[config.mk]
export PLATFORM = sky130hd
export DESIGN_NAME = rssi_median_deadband_filter_top
export DESIGN_NICKNAME = d
export VERILOG_FILES = /design/src/design/rmdf_pkg.sv /design/src/design/rmdf_ram.sv /design/src/design/rmdf_sort_cell.sv /design/src/design/rssi_median_deadband_filter_top.sv
export SDC_FILE = /design/constraint.sdc
export NUM_CORES = 1
export LEC_CHECK = 0
export ABC_AREA = 0
export BUFFER_PORTS_ARGS = -buffer_cell sky130_fd_sc_hd__buf_4
export CAP_MARGIN = 20
export CORE_ASPECT_RATIO = 1.5
export CORE_MARGIN = 2
export CORE_UTILIZATION = 55
export DETAILED_ROUTE_END_ITERATION = 7
export GPL_TIMING_DRIVEN = 0
export PLACE_DENSITY = 0.73
export SYNTH_ARGS = -nofsm -noshare
export SYNTH_HDL_FRONTEND = slang
export SYNTH_SLANG_ARGS = --single-unit
export TNS_END_PERCENT = 1
[constraint.sdc]
create_clock -name aclk -period 6 [get_ports aclk]
set_input_delay 0.9 -clock aclk [delete_from_list [all_inputs] [get_ports aclk]]
set_output_delay 0.9 -clock aclk [all_outputs]
set_load 0.02 [all_outputs]
[src/design/rmdf_pkg.sv]
// ----------------------------------------------------------------------------
// rmdf_pkg: shared types and constants of the RSSI median deadband filter
// Field widths, register reset values, register codes and the sort link word.
// ----------------------------------------------------------------------------
`default_nettype none

package rmdf_pkg;

    localparam int WINDOW_DEF   = 6;
    localparam int CHANNELS_DEF = 4;

    localparam int CHAN_W   = 2;
    localparam int SAMPLE_W = 8;
    localparam int LEVEL_W  = 9;
    localparam int DB_W     = 5;

    localparam logic signed [SAMPLE_W-1:0] FLOOR_RST    = -8'sd72;
    localparam logic [DB_W-1:0]            DEADBAND_RST = 5'd3;

    // register index as decoded from paddr[2]
    localparam logic REG_FLOOR    = 1'b0;
    localparam logic REG_DEADBAND = 1'b1;

    typedef struct packed {
        logic                       vld;
        logic signed [SAMPLE_W-1:0] val;
    } link_t;

endpackage

`default_nettype wire

[src/design/rmdf_ram.sv]
// ----------------------------------------------------------------------------
// rmdf_ram: generic simple dual-port RAM
// One write port, one read port with registered read data.
// ----------------------------------------------------------------------------
`default_nettype none

module rmdf_ram #(
    parameter int WIDTH = 8,
    parameter int DEPTH = 24,
    parameter int AW    = (DEPTH > 1) ? $clog2(DEPTH) : 1
) (
    input  wire logic             aclk,
    input  wire logic             we,
    input  wire logic [AW-1:0]    waddr,
    input  wire logic [WIDTH-1:0] wdata,
    input  wire logic             re,
    input  wire logic [AW-1:0]    raddr,
    output logic      [WIDTH-1:0] rdata
);

    logic [WIDTH-1:0] mem [DEPTH];

    always_ff @(posedge aclk) begin
        if (we) begin
            mem[waddr] <= wdata;
        end
        if (re) begin
            rdata <= mem[raddr];
        end
    end

endmodule

`default_nettype wire

[src/design/rmdf_sort_cell.sv]
// ----------------------------------------------------------------------------
// rmdf_sort_cell: one cell of the insertion sort chain
// Keeps the smallest word seen since clear and hands the larger one onward.
// ----------------------------------------------------------------------------
`default_nettype none

module rmdf_sort_cell (
    input  wire logic                                  aclk,
    input  wire logic                                  aresetn,
    input  wire logic                                  clear,
    input  wire rmdf_pkg::link_t                       din,
    output rmdf_pkg::link_t                            dout,
    output logic signed [rmdf_pkg::SAMPLE_W-1:0]       value
);
    import rmdf_pkg::*;

    link_t hold_reg, hold_next;
    link_t pass_reg, pass_next;

    always_comb begin
        hold_next     = hold_reg;
        pass_next     = din;
        pass_next.vld = 1'b0;
        if (clear) begin
            hold_next.vld = 1'b0;
        end else if (din.vld) begin
            if (!hold_reg.vld) begin
                hold_next = din;
            end else if (din.val < hold_reg.val) begin
                // keep the smaller word, push the old one down the chain
                hold_next.val = din.val;
                pass_next.vld = 1'b1;
                pass_next.val = hold_reg.val;
            end else begin
                pass_next.vld = 1'b1;
            end
        end
    end

    always_ff @(posedge aclk) begin
        if (!aresetn) begin
            hold_reg.vld <= 1'b0;
            pass_reg.vld <= 1'b0;
        end else begin
            hold_reg <= hold_next;
            pass_reg <= pass_next;
        end
    end

    assign dout  = pass_reg;
    assign value = hold_reg.val;

endmodule

`default_nettype wire

[src/design/rssi_median_deadband_filter_top.sv]
// ----------------------------------------------------------------------------
// rssi_median_deadband_filter_top: per-channel RSSI median filter with deadband
// Collects kept samples per channel, sorts each full window in a cell chain and
// moves the reported level only when the median leaves the deadband.
// ----------------------------------------------------------------------------
// Usage:
//   Input stream s_*: s_tuser carries the channel, s_tdata the RSSI sample and
//   the transmit power. Result stream m_*: one word per input word, with the
//   channel and window flag in m_tuser and the level and power in m_tdata.
//   Registers accept_floor (0x0) and deadband (0x4) sit on the APB port; write
//   them only while no word is in flight.
//   Sequence: a word that does not complete a window passes through the EVAL
//   and EMIT states, then its result loads into the output register and raises
//   m_tvalid; the next word is taken once the sequencer is back in IDLE. A word
//   that completes a window also passes through SORT, MED and UPD before EMIT:
//   the window is read from the sample RAM one entry a cycle into a chain of
//   WINDOW sort cells, which then settle there before the median is taken.
//   One word is in work at a time; the next is taken as soon as the previous
//   result sits in the output register, even while the receiver stalls. A
//   stalled result holds until m_tready, then the next result may load.
//   Reset clears the fill counts, seed flags, reported levels and both
//   registers to their defaults; the sample RAM is not cleared.
// ----------------------------------------------------------------------------
`default_nettype none

module rssi_median_deadband_filter_top #(
    parameter int WINDOW   = rmdf_pkg::WINDOW_DEF,
    parameter int CHANNELS = rmdf_pkg::CHANNELS_DEF
) (
    input  wire logic        aclk,
    input  wire logic        aresetn,
    // input stream
    input  wire logic        s_tvalid,
    output logic             s_tready,
    input  wire logic [15:0] s_tdata,   // [7:0] rssi_sample, [15:8] tx_power
    input  wire logic [1:0]  s_tuser,   // [1:0] channel
    // result stream
    output logic             m_tvalid,
    input  wire logic        m_tready,
    output logic [23:0]      m_tdata,   // [8:0] level_half_dbm, [16:9] out_tx_power
    output logic [2:0]       m_tuser,   // [1:0] out_channel, [2] window_done
    // configuration
    input  wire logic        psel,
    input  wire logic        penable,
    input  wire logic        pwrite,
    input  wire logic [2:0]  paddr,
    input  wire logic [31:0] pwdata,
    output logic [31:0]      prdata,
    output logic             pready
);
    import rmdf_pkg::*;

    localparam int CH_W   = (CHANNELS > 1) ? $clog2(CHANNELS) : 1;
    localparam int FC_W   = $clog2(WINDOW + 1);
    localparam int CNT_W  = $clog2(2 * WINDOW + 1);
    localparam int DEPTH  = CHANNELS * WINDOW;
    localparam int ADDR_W = (DEPTH > 1) ? $clog2(DEPTH) : 1;
    localparam int MED_LO = ((WINDOW % 2) == 0) ? (WINDOW / 2 - 1) : (WINDOW / 2);
    localparam int MED_HI = WINDOW / 2;

    localparam logic [2:0] ST_IDLE = 3'd0;
    localparam logic [2:0] ST_EVAL = 3'd1;
    localparam logic [2:0] ST_SORT = 3'd2;
    localparam logic [2:0] ST_MED  = 3'd3;
    localparam logic [2:0] ST_UPD  = 3'd4;
    localparam logic [2:0] ST_EMIT = 3'd5;

    // configuration registers
    logic signed [SAMPLE_W-1:0] floor_reg;
    logic [DB_W-1:0]            deadband_reg;
    logic                       cfg_wr;

    assign pready = 1'b1;
    assign cfg_wr = psel && penable && pwrite;

    always_ff @(posedge aclk) begin
        if (!aresetn) begin
            floor_reg    <= FLOOR_RST;
            deadband_reg <= DEADBAND_RST;
        end else if (cfg_wr) begin
            case (paddr[2])
                REG_FLOOR:    floor_reg    <= pwdata[SAMPLE_W-1:0];
                REG_DEADBAND: deadband_reg <= pwdata[DB_W-1:0];
                default: ;
            endcase
        end
    end

    always_comb begin
        case (paddr[2])
            REG_FLOOR:    prdata = {{(32-SAMPLE_W){floor_reg[SAMPLE_W-1]}}, floor_reg};
            REG_DEADBAND: prdata = {{(32-DB_W){1'b0}}, deadband_reg};
            default:      prdata = 32'd0;
        endcase
    end

    // per-channel state
    logic [FC_W-1:0]           fill_reg     [CHANNELS];
    logic                      seeded_reg   [CHANNELS];
    logic signed [LEVEL_W-1:0] held_reg     [CHANNELS];
    logic signed [LEVEL_W-1:0] reported_reg [CHANNELS];

    // captured word
    logic [2:0]                 state_reg;
    logic [CHAN_W-1:0]          ch_reg;
    logic signed [SAMPLE_W-1:0] sample_reg;
    logic [SAMPLE_W-1:0]        txp_reg;
    logic                       done_reg;
    logic [CNT_W-1:0]           cnt_reg;
    logic                       rd_vld_reg;
    logic signed [LEVEL_W-1:0]  med_reg;

    logic              ch_ok;
    logic [CH_W-1:0]   ch_idx;
    logic              keep;
    logic [FC_W-1:0]   fill_inc;
    logic              full;
    logic [ADDR_W-1:0] base_addr;
    logic              rd_en;
    logic              chain_clear;

    assign ch_ok     = (5'(ch_reg) < 5'(CHANNELS));
    assign ch_idx    = CH_W'(ch_reg);
    assign keep      = ch_ok && (sample_reg != '0) && (sample_reg > floor_reg);
    assign fill_inc  = fill_reg[ch_idx] + FC_W'(1);
    assign full      = (fill_inc == FC_W'(WINDOW));
    assign base_addr = ADDR_W'(ADDR_W'(ch_idx) * ADDR_W'(WINDOW));
    assign rd_en     = (state_reg == ST_SORT) && (cnt_reg < CNT_W'(WINDOW));
    assign chain_clear = (state_reg == ST_EVAL) && keep && full;

    assign s_tready = (state_reg == ST_IDLE);

    // sample store
    logic [SAMPLE_W-1:0] ram_rdata;

    rmdf_ram #(
        .WIDTH (SAMPLE_W),
        .DEPTH (DEPTH),
        .AW    (ADDR_W)
    ) u_store (
        .aclk  (aclk),
        .we    ((state_reg == ST_EVAL) && keep),
        .waddr (base_addr + ADDR_W'(fill_reg[ch_idx])),
        .wdata (sample_reg),
        .re    (rd_en),
        .raddr (base_addr + ADDR_W'(cnt_reg)),
        .rdata (ram_rdata)
    );

    // sort chain
    link_t                      link     [WINDOW];
    logic signed [SAMPLE_W-1:0] cell_val [WINDOW];

    assign link[0].vld = rd_vld_reg;
    assign link[0].val = ram_rdata;

    for (genvar i = 0; i < WINDOW; i++) begin : g_cell
        if (i < WINDOW - 1) begin : g_mid
            rmdf_sort_cell u_cell (
                .aclk    (aclk),
                .aresetn (aresetn),
                .clear   (chain_clear),
                .din     (link[i]),
                .dout    (link[i+1]),
                .value   (cell_val[i])
            );
        end else begin : g_last
            rmdf_sort_cell u_cell (
                .aclk    (aclk),
                .aresetn (aresetn),
                .clear   (chain_clear),
                .din     (link[i]),
                .dout    (),
                .value   (cell_val[i])
            );
        end
    end

    // deadband test
    logic signed [LEVEL_W:0] diff;
    logic [LEVEL_W:0]        diff_abs;
    logic                    moved;

    assign diff     = {med_reg[LEVEL_W-1], med_reg}
                    - {held_reg[ch_idx][LEVEL_W-1], held_reg[ch_idx]};
    assign diff_abs = diff[LEVEL_W] ? (~diff + 1'b1) : diff;
    assign moved    = diff_abs > {{(LEVEL_W-DB_W){1'b0}}, deadband_reg, 1'b0};

    // sequencer
    always_ff @(posedge aclk) begin
        if (!aresetn) begin
            state_reg  <= ST_IDLE;
            rd_vld_reg <= 1'b0;
            for (int c = 0; c < CHANNELS; c++) begin
                fill_reg[c]     <= '0;
                seeded_reg[c]   <= 1'b0;
                reported_reg[c] <= '0;
            end
        end else begin
            rd_vld_reg <= rd_en;
            case (state_reg)
                ST_IDLE: begin
                    if (s_tvalid) begin
                        state_reg <= ST_EVAL;
                    end
                end
                ST_EVAL: begin
                    if (keep && full) begin
                        fill_reg[ch_idx] <= '0;
                        state_reg        <= ST_SORT;
                    end else begin
                        if (keep) begin
                            fill_reg[ch_idx] <= fill_inc;
                        end
                        state_reg <= ST_EMIT;
                    end
                end
                ST_SORT: begin
                    if (cnt_reg == CNT_W'(2 * WINDOW)) begin
                        state_reg <= ST_MED;
                    end
                end
                ST_MED: begin
                    state_reg <= ST_UPD;
                end
                ST_UPD: begin
                    if (!seeded_reg[ch_idx]) begin
                        seeded_reg[ch_idx] <= 1'b1;
                    end else if (moved) begin
                        reported_reg[ch_idx] <= med_reg;
                    end else begin
                        reported_reg[ch_idx] <= held_reg[ch_idx];
                    end
                    state_reg <= ST_EMIT;
                end
                ST_EMIT: begin
                    if (!m_tvalid || m_tready) begin
                        state_reg <= ST_IDLE;
                    end
                end
                default: state_reg <= ST_IDLE;
            endcase
        end
    end

    // payload of the word in work
    always_ff @(posedge aclk) begin
        if (s_tvalid && s_tready) begin
            ch_reg     <= s_tuser;
            sample_reg <= s_tdata[7:0];
            txp_reg    <= s_tdata[15:8];
        end
        if (state_reg == ST_EVAL) begin
            done_reg <= keep && full;
            cnt_reg  <= '0;
        end else if (state_reg == ST_SORT) begin
            cnt_reg <= cnt_reg + CNT_W'(1);
        end
        if (state_reg == ST_MED) begin
            med_reg <= LEVEL_W'(cell_val[MED_LO]) + LEVEL_W'(cell_val[MED_HI]);
        end
        if (state_reg == ST_UPD && (!seeded_reg[ch_idx] || moved)) begin
            held_reg[ch_idx] <= med_reg;
        end
    end

    // output register
    logic                      m_valid_reg;
    logic [CHAN_W-1:0]         m_ch_reg;
    logic signed [LEVEL_W-1:0] m_level_reg;
    logic [SAMPLE_W-1:0]       m_txp_reg;
    logic                      m_done_reg;
    logic                      m_load;

    assign m_load = (state_reg == ST_EMIT) && (!m_valid_reg || m_tready);

    always_ff @(posedge aclk) begin
        if (!aresetn) begin
            m_valid_reg <= 1'b0;
        end else if (m_load) begin
            m_valid_reg <= 1'b1;
        end else if (m_tready) begin
            m_valid_reg <= 1'b0;
        end
    end

    always_ff @(posedge aclk) begin
        if (m_load) begin
            m_ch_reg    <= ch_reg;
            m_level_reg <= ch_ok ? reported_reg[ch_idx] : '0;
            m_txp_reg   <= txp_reg;
            m_done_reg  <= done_reg;
        end
    end

    assign m_tvalid = m_valid_reg;
    assign m_tdata  = {7'd0, m_txp_reg, m_level_reg};
    assign m_tuser  = {m_done_reg, m_ch_reg};

endmodule

`default_nettype wire
Word level (Yosys, flattened, before mapping) --
Memory sizes are Yosys's and may differ from the RTL's. A register that Yosys moved wholly into a read port is not among the register bits. Cells that the tools add are included.
Word-level totals: register bits 124, memory bits (writable) 280, input bits 60, output and inout bits 62, word-level logic and storage cells 173, memories kept 5
Memory list:
- u_store.mem | words 24, bits a word 8, rd ports 1, clocked after Yosys merged registers in 1, write ports 1, line rmdf_ram.sv:21 | logic [WIDTH-1:0] mem [DEPTH];
- held_reg | words 4, bits a word 9, rd ports 1, clocked after Yosys merged registers in 1, write ports 1, line rssi_median_deadband_filter_top.sv:100 | logic signed [LEVEL_W-1:0] held_reg [CHANNELS];
- reported_reg | words 4, bits a word 9, rd ports 1, clocked after Yosys merged registers in 1, write ports 4, line rssi_median_deadband_filter_top.sv:101 | logic signed [LEVEL_W-1:0] reported_reg [CHANNELS];
- fill_reg | words 4, bits a word 3, rd ports 1, clocked after Yosys merged registers in 1, write ports 4, line rssi_median_deadband_filter_top.sv:98 | logic [FC_W-1:0] fill_reg [CHANNELS];
- seeded_reg | words 4, bits a word 1, rd ports 1, clocked after Yosys merged registers in 1, write ports 4, line rssi_median_deadband_filter_top.sv:99 | logic seeded_reg [CHANNELS];
Cells by class: add/sub/neg operators 7, multiply operators 1, order comparisons 7, equality and inequality tests 14, multiplexer cells 71, bitwise gates (word level) 9, reduce and logical (&&, ||, !) cells 31
Operators with widths (number):
- two-way mux 8 bit | 17
- case mux 32 bit (2 select lines) | 1
- two-way mux 9 bit | 5
- two-way mux 1 bit | 34
- less-than comparator 8 bit | 4
- two-way mux 3 bit | 6
- case mux 3 bit (6 select lines) | 1
- AND reduction 4 bit | 4
- != test 2 bit (second input constant) | 7
- two-way mux 2 bit | 6
- OR reduction 3 bit | 4
- adder 10 x 1 -> 10 bit (second input constant) | 1
- greater-than comparator 10 x 6 -> 1 bit | 1
- logical AND 1 bit | 10
- two-way mux 10 bit | 1
- inverter 10 bit | 1
- subtractor 9 x 9 -> 10 bit | 1
- adder 8 x 8 -> 9 bit | 1
- == test 3 bit (second input constant) | 3
- OR reduction 9 bit | 1
- greater-than comparator 8 bit | 1
- nonzero test 8 bit | 1
- == test 3 x 2 -> 1 bit (second input constant) | 2
- inverter 1 bit | 6
- 17 further kinds | 21

Longest topological paths before layout --
Gate-level depths: netlist of run 1.
word-level depth 13, gate-level depth with buffers 21

By module --
From an unflattened synthesis of run 1, not the netlist that was laid out.
Second synthesis, totals: cell total of the unflattened synthesis 1276, area total of the unflattened synthesis 19631.3 sq um
Modules (own cells, without submodules):
- rssi_median_deadband_filter_top | instances 1, cells each 621, area each 7962.6 sq um, seq. area each 4534.3 sq um
- rmdf_ram | instances 1, cells each 383, area each 7800.0 sq um, seq. area each 6005.8 sq um
- rmdf_sort_cell | instances 4, cells each 68, area each 967.2 sq um, seq. area each 520.5 sq um

Worst setup path after synthesis of run 1 --
Ideal clock, no wire load.
path kind reg2reg, start register (tool-made name), end memory reported_reg[0][0], data pin, library setup time 0.259 ns, arrival time 4.601 ns, required time 5.741 ns, path slack 1.140 ns, stages on the path, launching flop included 22, buffers on the path 3, cell sequence dfxtp_1 -> buf_1 -> mux4_2 -> inv_1 -> ha_1 -> clkbuf_1 -> and4_1 -> a221o_1 -> a31oi_1 -> nand3_1 -> a21boi_0 -> nor2_1 -> xnor2_1 -> ha_1 -> nor2b_1 -> o21a_1 -> o21ai_0 -> a21oi_1 -> nor2_1 -> nand2_4 -> buf_6 -> mux2i_1
RTL lines (line):
- end: declaration | rssi_median_deadband_filter_top.sv:101

==> results of run 1 <==
## power groups by stage
stage	combinational (mW)	sequential, mW	clock [mW]
floorplan	0.771	3.49	0
global placement	1.07	3.51	0
detailed placement	1.14	3.52	0
CTS	1.15	3.46	2.53
global route	1.25	3.47	2.65
finish	1.15	3.46	2.49
## cell usage in the layout (no fill, tap or decap), types with 5 or more instances in the layout
cell	n
a21oi_1	32
clkbuf_16	41
nand2_1	115
buf_4	139
clkinv_2	10
or3_1	7
conb_1	8
nor2b_1	9
dfxtp_1	34
nand2b_1	14
nor4_2	7
o211ai_1	9
buf_1	6
clkinv_1	8
ha_1	73
a21o_1	16
xnor2_1	13
mux2_2	18
mux2i_1	51
nor3_1	12
inv_1	80
and3_1	6
buf_6	5
mux4_2	78
nor4b_2	6
nand3_1	9
nand4_1	6
clkbuf_1	31
edfxtp_1	389
buf_2	10
o21ai_0	28
mux2_1	7
nor4_1	6
nor2_1	86
xor2_1	10
## worst max-delay path, delay by kind of cell (launching register included)
kind            cells  cell delay (ns)
simple gates        6             1.37
compound gates      6             1.20
buf+inv             3             0.69
mux                 1             0.66
fa+ha+maj           2             0.52
flops               1             0.47
xor+xnor            1             0.09
## per-layer routing
metal | vias up | routed length, µm | global-route usage [%]
li1 | 5064 | - | -
met1 | 5479 | 14200 | 24.7
met2 | 337 | 22500 | 43.2
met3 | 110 | 1710 | 2.93
met4 | 0 | 1930 | 10.8
met5 | - | 0 | 0
## area by class of cell
| type | count | area (µm²) | area share (%) |
|---|---|---|---|
| diodes | 2 | 5.00 | 0.0229 |
| plain buffers | 78 | 454 | 2.08 |
| clock buffers | 43 | 1030 | 4.72 |
| clock inverters | 27 | 244 | 1.11 |
| inverters | 81 | 304 | 1.39 |
| multi-input cells | 690 | 6090 | 27.8 |
| flip-flops and latches | 423 | 12400 | 56.5 |
| well taps | 425 | 532 | 2.43 |
| repair buffers | 114 | 862 | 3.94 |
## how the worst min path moves through the flow
stage / startpoint / endpoint / slack, ns / cells after the start
2_1_floorplan: done_reg$_DFFE_PN_ / m_done_reg$_DFFE_PP_ / 0.40 / 0
3_3_place_gp: txp_reg[0]$_DFFE_PP_ / m_txp_reg[0]$_DFFE_PP_ / 0.40 / 0
3_5_place_dp: done_reg$_DFFE_PN_ / m_done_reg$_DFFE_PP_ / 0.41 / 0
4_1_cts: txp_reg[7]$_DFFE_PP_ / m_txp_reg[7]$_DFFE_PP_ / 0.42 / 0
5_1_grt: txp_reg[1]$_DFFE_PP_ / m_txp_reg[1]$_DFFE_PP_ / 0.43 / 0
6_report: done_reg$_DFFE_PN_ / m_done_reg$_DFFE_PP_ / 0.42 / 0
## kinds of logic after synthesis
family | Yosys count
other cells | 2
fa+ha+maj | 77
compound gates | 127
mux | 154
flops | 423
xor+xnor | 23
simple gates | 301
buf+inv | 159
==> results_dict.tcl, run 1 <==
set metrics [dict create \
    cap_violations 0 \
    min_path_type "register to register" \
    p_seq_share_pct 48.7 \
    start_util_pct 55.7 \
    synthAdderAreaFrac_pct 5.20 \
    grt_max_degree 27 \
    io_buffers 87 \
    clock_latency_ns 0.54 \
    p_clk_share_pct 35.1 \
    crit_type "register to register" \
    synthSimpleGateAreaFrac_pct 7.31 \
    fin_util_pct 63.9 \
    cts_setup_buffers 0 \
    required_ns 6.16 \
    post-place-cells 1811 \
    tns_ns 0 \
    report.final.slew_viol_count 0 \
    outcome "finished clean" \
    vias 11000 \
    fillers 2446 \
    synth_top_area_cell "edfxtp_1" \
    yosysWarnings 0 \
    clock-sinks 423 \
    power_mw 7.10 \
    cts_max_level 2 \
    yosysUniqueCellTypes 67 \
    ir_drop_mv 0.309 \
    nets 1565 \
    synth_top_family_by_area "multiplexers" \
    cts-root-buf "clkbuf_16" \
    p_sw_share_pct 26.0 \
    hold_viol 0 \
    gr-total-overflow 0 \
    critPathArrivalTime_ns 5.54 \
    ys_async_sr_fraction_pct 0 \
    antenna_found_initial 2 \
    switching_power_mw 1.85 \
    layout-drive-gt1-share_pct 23.2 \
    tightestPinTransition_ns 1.09 \
    grt_pass1_vias 11400 \
    finalClockSkew_ns 0.0203 \
    rsz0062_at_grt "no" \
    syn_inst 1266 \
    largest_reg_flops 192 \
    reg2regPathDepth 19 \
    dp_slack_ns 0.308 \
    row_count 83 \
    synth_xor_area_share_pct 1.05 \
    synthTopCellsByCount "edfxtp_1 (389), nand2_1 (115), nor2_1 (87), inv_1 (80), mux4_2 (78)" \
    coreArea_um2 34300 \
    cp_slowest_cell "mux4_2" \
    avgSynthCellArea_um2 15.1 \
    routabilityCongestion 0.878 \
    die-area_um2 36300 \
    io_pins 122 \
    period_minus_slack_ns 5.37 \
    netlist.area_leader.share_pct 61.1 \
    crit_fanout 10 \
    powerDensity_nw_per_um2 324 \
    whs_ns 0.420 \
    drt_iter0_drc 779 \
    critPathCaptureType "register" \
    setup_violations 0 \
    max_freq_mhz 186 \
    vias_per_cell 5.84 \
    wirelength_um 40400 \
    grt_pass1_wl_um 62300 \
    ctsLongestPathBuffers 3 \
    place_hpwl_um 28800 \
    wl_per_cell_um 21.4 \
    cts-hold-fix-buffers 0 \
    leakage_nw 8.12 \
    cts_tree "yes" \
    netlist_area_um2 19100 \
    die_h_um 232 \
    synthTopCellsByArea "edfxtp_1 (61%), mux4_2 (9.2%), ha_1 (4.8%)" \
    endpoint "held_reg[2][1]$_DFFE_PP_" \
    intPower_mw 5.25 \
    ys_ff_latch 423 \
    drtPass1Iterations 5 \
    numCtsBuffers 40 \
    path_clk_slew_ns 0.06 \
    fin_area_um2 21900 \
    combPwrFrac_pct 16.2 \
    grt.total_usage_pct 22.7 \
    synth_compound_area_share_pct 4.39 \
    ant_nets 0 \
    die_width_um 156 \
    final_cells 1883 \
    dpl-instance-area_um2 20600 \
    area_delta_synth_final_pct 14.5 \
    synthMostInstantiatedCell "edfxtp_1" \
    synth.area.mux_share_pct 13.3 \
    crit_top_cell "ha_1" \
    cts_repair_resize_count 0 \
    synth_edf_count 389 \
    ys.flop_type "edfxtp_1" \
    layout_setup_ws_ns 0.628 \
    path_cells "clkbuf_2, mux4_2, inv_1, ha_1, clkbuf_1, and4_1, a221o_1, a31oi_1, nand3_1, a21boi_0, nor2_1, xnor2_1, ha_1, nor2b_1, o21a_1, o21ai_0, a21oi_1, nand3b_1, and3_1" \
    r2r_slack_ns 0.63 \
    yosysSeqAreaShare_pct 64.7 \
    slowest_delay_ns 0.66 \
    drc_errors 0 \
    slew_headroom_pct 27.5 \
    fin_crit_sh_pct 89.5 \
    startpoint_type "register" \
    reg2reg_to "held_reg[2][1]$_DFFE_PP_" \
]
Power figures use the tool's default switching activity.
==> run 2: changes to the inputs <==
==> constraint.sdc (replaced) <==
create_clock -name aclk -period 6 [get_ports aclk]
set_input_delay 0 -clock aclk [delete_from_list [all_inputs] [get_ports aclk]]
set_output_delay 0 -clock aclk [all_outputs]
set_load 0.02 [all_outputs]
==> run 2 against run 1 <==
  * Core utilization is 0.99 points higher
  * Maximum frequency up 0.37%
  * Register-to-register slack better by 0.02 ns
  * Final cell count up 1.8%
  * Sequential power about the same
  * Worst hold slack got worse by 0.37 ns
  * Critical path type unchanged
  * Via count rose by 1.9%
  * Highest routed layer unchanged
  * Flip-flop and latch count is the same
  * Combinational power about the same
  * Setup slack improved by 0.020 ns
  * Cell area up 1.5%
==> results_dict.tcl, run 2 (synthesis results as in run 1) <==
set metrics [dict create \
    ir_drop_mv 0.310 \
    tns_ns 0 \
    min_path_type "primary input to register" \
    combPwrFrac_pct 16.4 \
    die-area_um2 36300 \
    cts_max_level 2 \
    nets 1599 \
    path_clk_slew_ns 0.06 \
    largest_reg_flops 192 \
    fin_util_pct 64.8 \
    place_hpwl_um 28800 \
    p_sw_share_pct 26.1 \
    cap_violations 0 \
    final_common_cell "edfxtp_1" \
    fin_crit_sh_pct 89.2 \
    power_mw 7.13 \
    drc_errors 0 \
    startpoint_type "register" \
    final_cells 1916 \
    tightestPinTransition_ns 1.08 \
    regArea_um2 12400 \
    numCtsBuffers 40 \
    fillers 2406 \
    grt_pass1_wl_um 63600 \
    io_pins 122 \
    crit_fanout 10 \
    outcome "finished clean" \
    grt_max_degree 27 \
    slew_headroom_pct 27.8 \
    coreArea_um2 34300 \
    grt.total_usage_pct 23.2 \
    reg2reg_to "held_reg[1][3]$_DFFE_PP_" \
    clock-sinks 423 \
    hold_viol 0 \
    setup_violations 0 \
    vias_per_cell 5.85 \
    antenna_found_initial 1 \
    routabilityCongestion 0.878 \
    mostFrequentLayoutCells "edfxtp_1 (389), buf_4 (139), nand2_1 (115)" \
    ctsLongestPathBuffers 3 \
    cts_tree "yes" \
    endpoint "held_reg[1][3]$_DFFE_PP_" \
    leakage_nw 8.26 \
    crit_type "register to register" \
    cts-root-buf "clkbuf_16" \
    layout-drive-gt1-share_pct 22.7 \
    clock_latency_ns 0.54 \
    required_ns 6.17 \
    area_delta_synth_final_pct 16.3 \
    drtPass1Iterations 5 \
    reg2regPathDepth 19 \
    intPower_mw 5.27 \
    critPathArrivalTime_ns 5.52 \
    max_freq_mhz 187 \
    p_seq_share_pct 48.5 \
    vias 11200 \
    finalClockSkew_ns 0.0216 \
    post-place-cells 1811 \
    die_h_um 232 \
    die_width_um 156 \
    rsz0062_at_grt "no" \
    switching_power_mw 1.86 \
    start_util_pct 55.7 \
    ant_nets 0 \
    critPathCaptureType "register" \
    whs_ns 0.0536 \
    drt_iter0_drc 895 \
    powerDensity_nw_per_um2 321 \
    row_count 83 \
    period_minus_slack_ns 5.35 \
    grt_pass1_vias 11700 \
    r2r_slack_ns 0.65 \
    wirelength_um 41200 \
    p_clk_share_pct 35.0 \
    multi_input_area_um2 6090 \
    io_buffers 87 \
    gr-total-overflow 0 \
    report.final.slew_viol_count 0 \
    wl_per_cell_um 21.5 \
]
run 2: changes by cell type in the layout (fill, tap and decap cells not counted), sizes merged:
cell	previous run	this run
diode	2	1
dlygate4sd3	0	34
run 2: critical path: stages (launching register included):
cell and delay [ns]:
dfxtp_1 0.46, clkbuf_2 0.42, mux4_2 0.66, inv_1 0.09, ha_1 0.22, clkbuf_1 0.18
and4_1 0.23, a221o_1 0.32, a31oi_1 0.24, nand3_1 0.12, a21boi_0 0.23, nor2_1 0.19
xnor2_1 0.09, ha_1 0.30, nor2b_1 0.13, o21a_1 0.11, o21ai_0 0.07, a21oi_1 0.21
nand3b_1 0.19, and3_1 0.49
run 2: worst min-delay path by stage:
stage | start | cells after the start | slack [ns] | to
after floorplan | s_tuser[0] | 0 | 0.1 | ch_idx[0]$_DFFE_PP_
after global placement | s_tdata[5] | 1 | 0.18 | sample_reg[5]$_DFFE_PP_
after detailed placement | s_tdata[4] | 1 | 0.18 | sample_reg[4]$_DFFE_PP_
after CTS | psel | 5 | 0.03 | floor_reg[2]$_SDFFE_PN0P_
after global routing | psel | 5 | 0.08 | floor_reg[0]$_SDFFE_PN0P_
final | psel | 5 | 0.05 | floor_reg[2]$_SDFFE_PN0P_
run 2: through the flow:
stage / setup slack, ns / area, µm²
floorplan: 1.14 / 19100
global placement: 0.425 / 20300
detailed placement: 0.308 / 20600
CTS: 0.267 / 22200
global route: 0.153 / 22200
finish: 0.648 / 22200
run 2: timing repair:
item	CTS	global route
endpoints found under the setup margin	0	66
resized for setup	0	2
endpoints found under the hold margin	59	0
hold buffers	34	0
buffers inserted	0	0
run 2: final cells by class:
cell class / count / share of cell area [%]
clock inverters: 27 / 1.10
inverters: 81 / 1.37
plain buffers: 78 / 2.04
repair buffers: 148 / 5.41
well taps: 425 / 2.39
multi-input cells: 690 / 27.4
flip-flops and latches: 423 / 55.6
clock buffers: 43 / 4.65
diodes: 1 / 0.0113
run 2: metal layers:
metal / up-vias / part of all wire [%] / global-route usage, %
met5: - / 0 / 0
met4: 0 / 5.1 / 11.2
met3: 126 / 4.4 / 2.95
met2: 346 / 55 / 43.9
met1: 5593 / 35 / 25.3
li1: 5139 / - / -
run 2: power by group through the flow:
stage	Combinational, mW	Clock (mW)	Sequential, mW
CTS	1.17	2.53	3.46
global route	1.27	2.66	3.47
detailed placement	1.14	0	3.52
floorplan	0.771	0	3.49
finish	1.17	2.50	3.46
global placement	1.07	0	3.51
==> run 3: changes to the inputs <==
Settings changed: ABC_AREA 0 to 1.
Clock period 6 ns to 5.65 ns, I/O delays scaled along.
==> run 3 against run 2 <==
  * Clock-buffer cell count up 9
  * Sequential share of layout area is 0.40 points higher
  * Synthesized cell count increased by 32%
  * Sequential power rose by 9.5%
  * Non-clock buffer count is 2 lower
==> results_dict.tcl, run 3 <==
set metrics [dict create \
    outcome "finished clean" \
    io_pins 122 \
    grt_pass1_vias 13200 \
    ant_nets 0 \
    path_clk_slew_ns 0.06 \
    critPathArrivalTime_ns 5.37 \
    period_minus_slack_ns 5.22 \
    fillers 2605 \
    required_ns 5.80 \
    largest_reg_flops 192 \
    synth_top_area_cell "edfxtp_1" \
    antenna_found_initial 1 \
    cp_slowest_cell "nor2_1" \
    tightestPinTransition_ns 1.13 \
    row_count 83 \
    die-area_um2 36300 \
    synthMostInstantiatedCell "edfxtp_1" \
    area_delta_synth_final_pct 15.4 \
    drt_iter0_drc 1053 \
    synthTopCellsByArea "edfxtp_1 (61%), nor2_1 (5.1%), ha_1 (4.8%)" \
    crit_top_cell "nand2_1" \
    ctsLongestPathBuffers 3 \
    critPathCaptureType "register" \
    gr-total-overflow 0 \
    drc_errors 0 \
    clock-sinks 423 \
    cts-root-buf "clkbuf_16" \
    routabilityCongestion 0.906 \
    vias_per_cell 5.67 \
    synth_edf_count 389 \
    netlist.area_leader.share_pct 61.1 \
    place_hpwl_um 31200 \
    netlist_area_um2 19100 \
    powerDensity_nw_per_um2 395 \
    setup_violations 0 \
    coreArea_um2 34300 \
    dp_slack_ns 0.528 \
    cts_tree "yes" \
    drtPass1Iterations 5 \
    numCtsBuffers 40 \
    cap_violations 0 \
    max_freq_mhz 192 \
    wirelength_um 44400 \
    yosysSeqAreaShare_pct 64.7 \
    power_mw 8.72 \
    grt_pass1_wl_um 69000 \
    grt_max_degree 30 \
    startpoint_type "register" \
    wl_per_cell_um 19.2 \
    synthTopCellsByCount "edfxtp_1 (389), nor2_1 (258), nand2_1 (192), inv_1 (183), o21ai_0 (145)" \
    crit_fanout 10 \
    grt.total_usage_pct 24.8 \
    die_width_um 156 \
    clock_latency_ns 0.55 \
    die_h_um 232 \
    antenna_cells 0 \
    crit_buf_inv 6 \
    syn_inst 1674 \
    ys.flop_type "edfxtp_1" \
    min_path_type "primary input to register" \
    yosysUniqueCellTypes 52 \
    ys_ff_latch 423 \
    vias 13100 \
    yosysWarnings 0 \
    ys_async_sr_fraction_pct 0 \
    slew_headroom_pct 24.4 \
    io_buffers 87 \
    leakage_nw 8.59 \
    cts_max_level 2 \
    start_util_pct 55.8 \
    hold_viol 0 \
    layout_setup_ws_ns 0.435 \
    mostFrequentLayoutCells "edfxtp_1 (389), nor2_1 (257), nand2_1 (192)" \
    report.final.slew_viol_count 0 \
    ir_drop_mv 0.258 \
    slowest_delay_ns 0.72 \
    fin_crit_sh_pct 92.3 \
    crit_type "register to register" \
    finalClockSkew_ns 0.0231 \
    critPathTopFamily "simple AND/OR/NAND/NOR gates" \
    nets 1989 \
    avgSynthCellArea_um2 11.4 \
    final_common_cell "edfxtp_1" \
    rsz0062_at_grt "yes" \
    layout-drive-gt1-share_pct 12.8 \
]
==> run 3: through the flow <==
stage          hold slack, ns  cell area, µm²  util [%]  TNS (ns)  instances
2_1_floorplan          0.0989           19100         -         0       1680
3_3_place_gp            0.179           20300      59.3         0       2192
3_5_place_dp            0.180           20400      59.4         0       2196
4_1_cts                0.0218           22000      64.3         0       2307
5_1_grt                0.0503           22100      64.4    -0.804       2309
6_report               0.0399           22100      64.4         0       2309
==> run 3: repair_timing <==
item,4_1_cts,5_1_grt
gates resized for setup,0,1
endpoints found under the setup margin,0,22
endpoints found under the hold margin,60,0
setup buffers,0,0
hold buffers,37,0
==> run 3: cell families after synthesis <==
group / count (synthesis) / share of synthesized area [%]
AO/OA/AOI/OAI: 313 / 9.90
XOR/XNOR: 17 / 0.818
adder cells (fa/ha/maj): 77 / 5.20
buffers and inverters: 279 / 6.45
flip-flops: 423 / 64.7
multiplexers: 15 / 0.785
other: 2 / 0.0393
AND/OR/NAND/NOR: 548 / 12.1
==> run 3: per-layer routing <==
metal	vias up	GRT usage, %	part of all wire, %
met5	-	0	0.020
met4	2	12.5	5.0
met3	138	3.71	5.1
met2	431	46.3	54
met1	6316	27.1	36
li1	6206	-	-
==> run 3: path summary, 6_finish.rpt <==
path,startpoint,endpoint,slack (ns),cells after the start
worst max-delay path,register,held_reg[3][5]$_DFFE_PP_,0.43,26
worst min register to register,txp_reg[6]$_DFFE_PP_,m_txp_reg[6]$_DFFE_PP_,0.41,0
worst max register to register,register,held_reg[3][5]$_DFFE_PP_,0.43,26
worst min-delay path,s_tvalid,state_reg[0]$_SDFFE_PN0P_,0.04,5
==> run 3: power by group <==
group          switching (mW)  total, mW  internal, mW  leakage (nW)
sequential              0.142       3.79          3.65          3.87
combinational            1.50       2.23         0.726          4.06
clock                    1.15       2.70          1.55         0.657
total                    2.80       8.72          5.92          8.59
==> run 3: cell type report <==
type | count | area, µm² | area share, %
plain buffers | 94 | 536 | 2.43
clock buffers | 52 | 1120 | 5.07
clock inverters | 22 | 198 | 0.896
inverters | 185 | 697 | 3.16
multi-input cells | 978 | 5550 | 25.2
flip-flops and latches | 423 | 12400 | 56.0
well taps | 425 | 532 | 2.41
repair buffers | 130 | 1070 | 4.83
==> run 3: worst min-delay path, cell delays in order <==
cell and delay, ns:
buf_4 0.11, o31ai_1 0.25, a221oi_1 0.06, nand2_1 0.06, a21oi_1 0.05
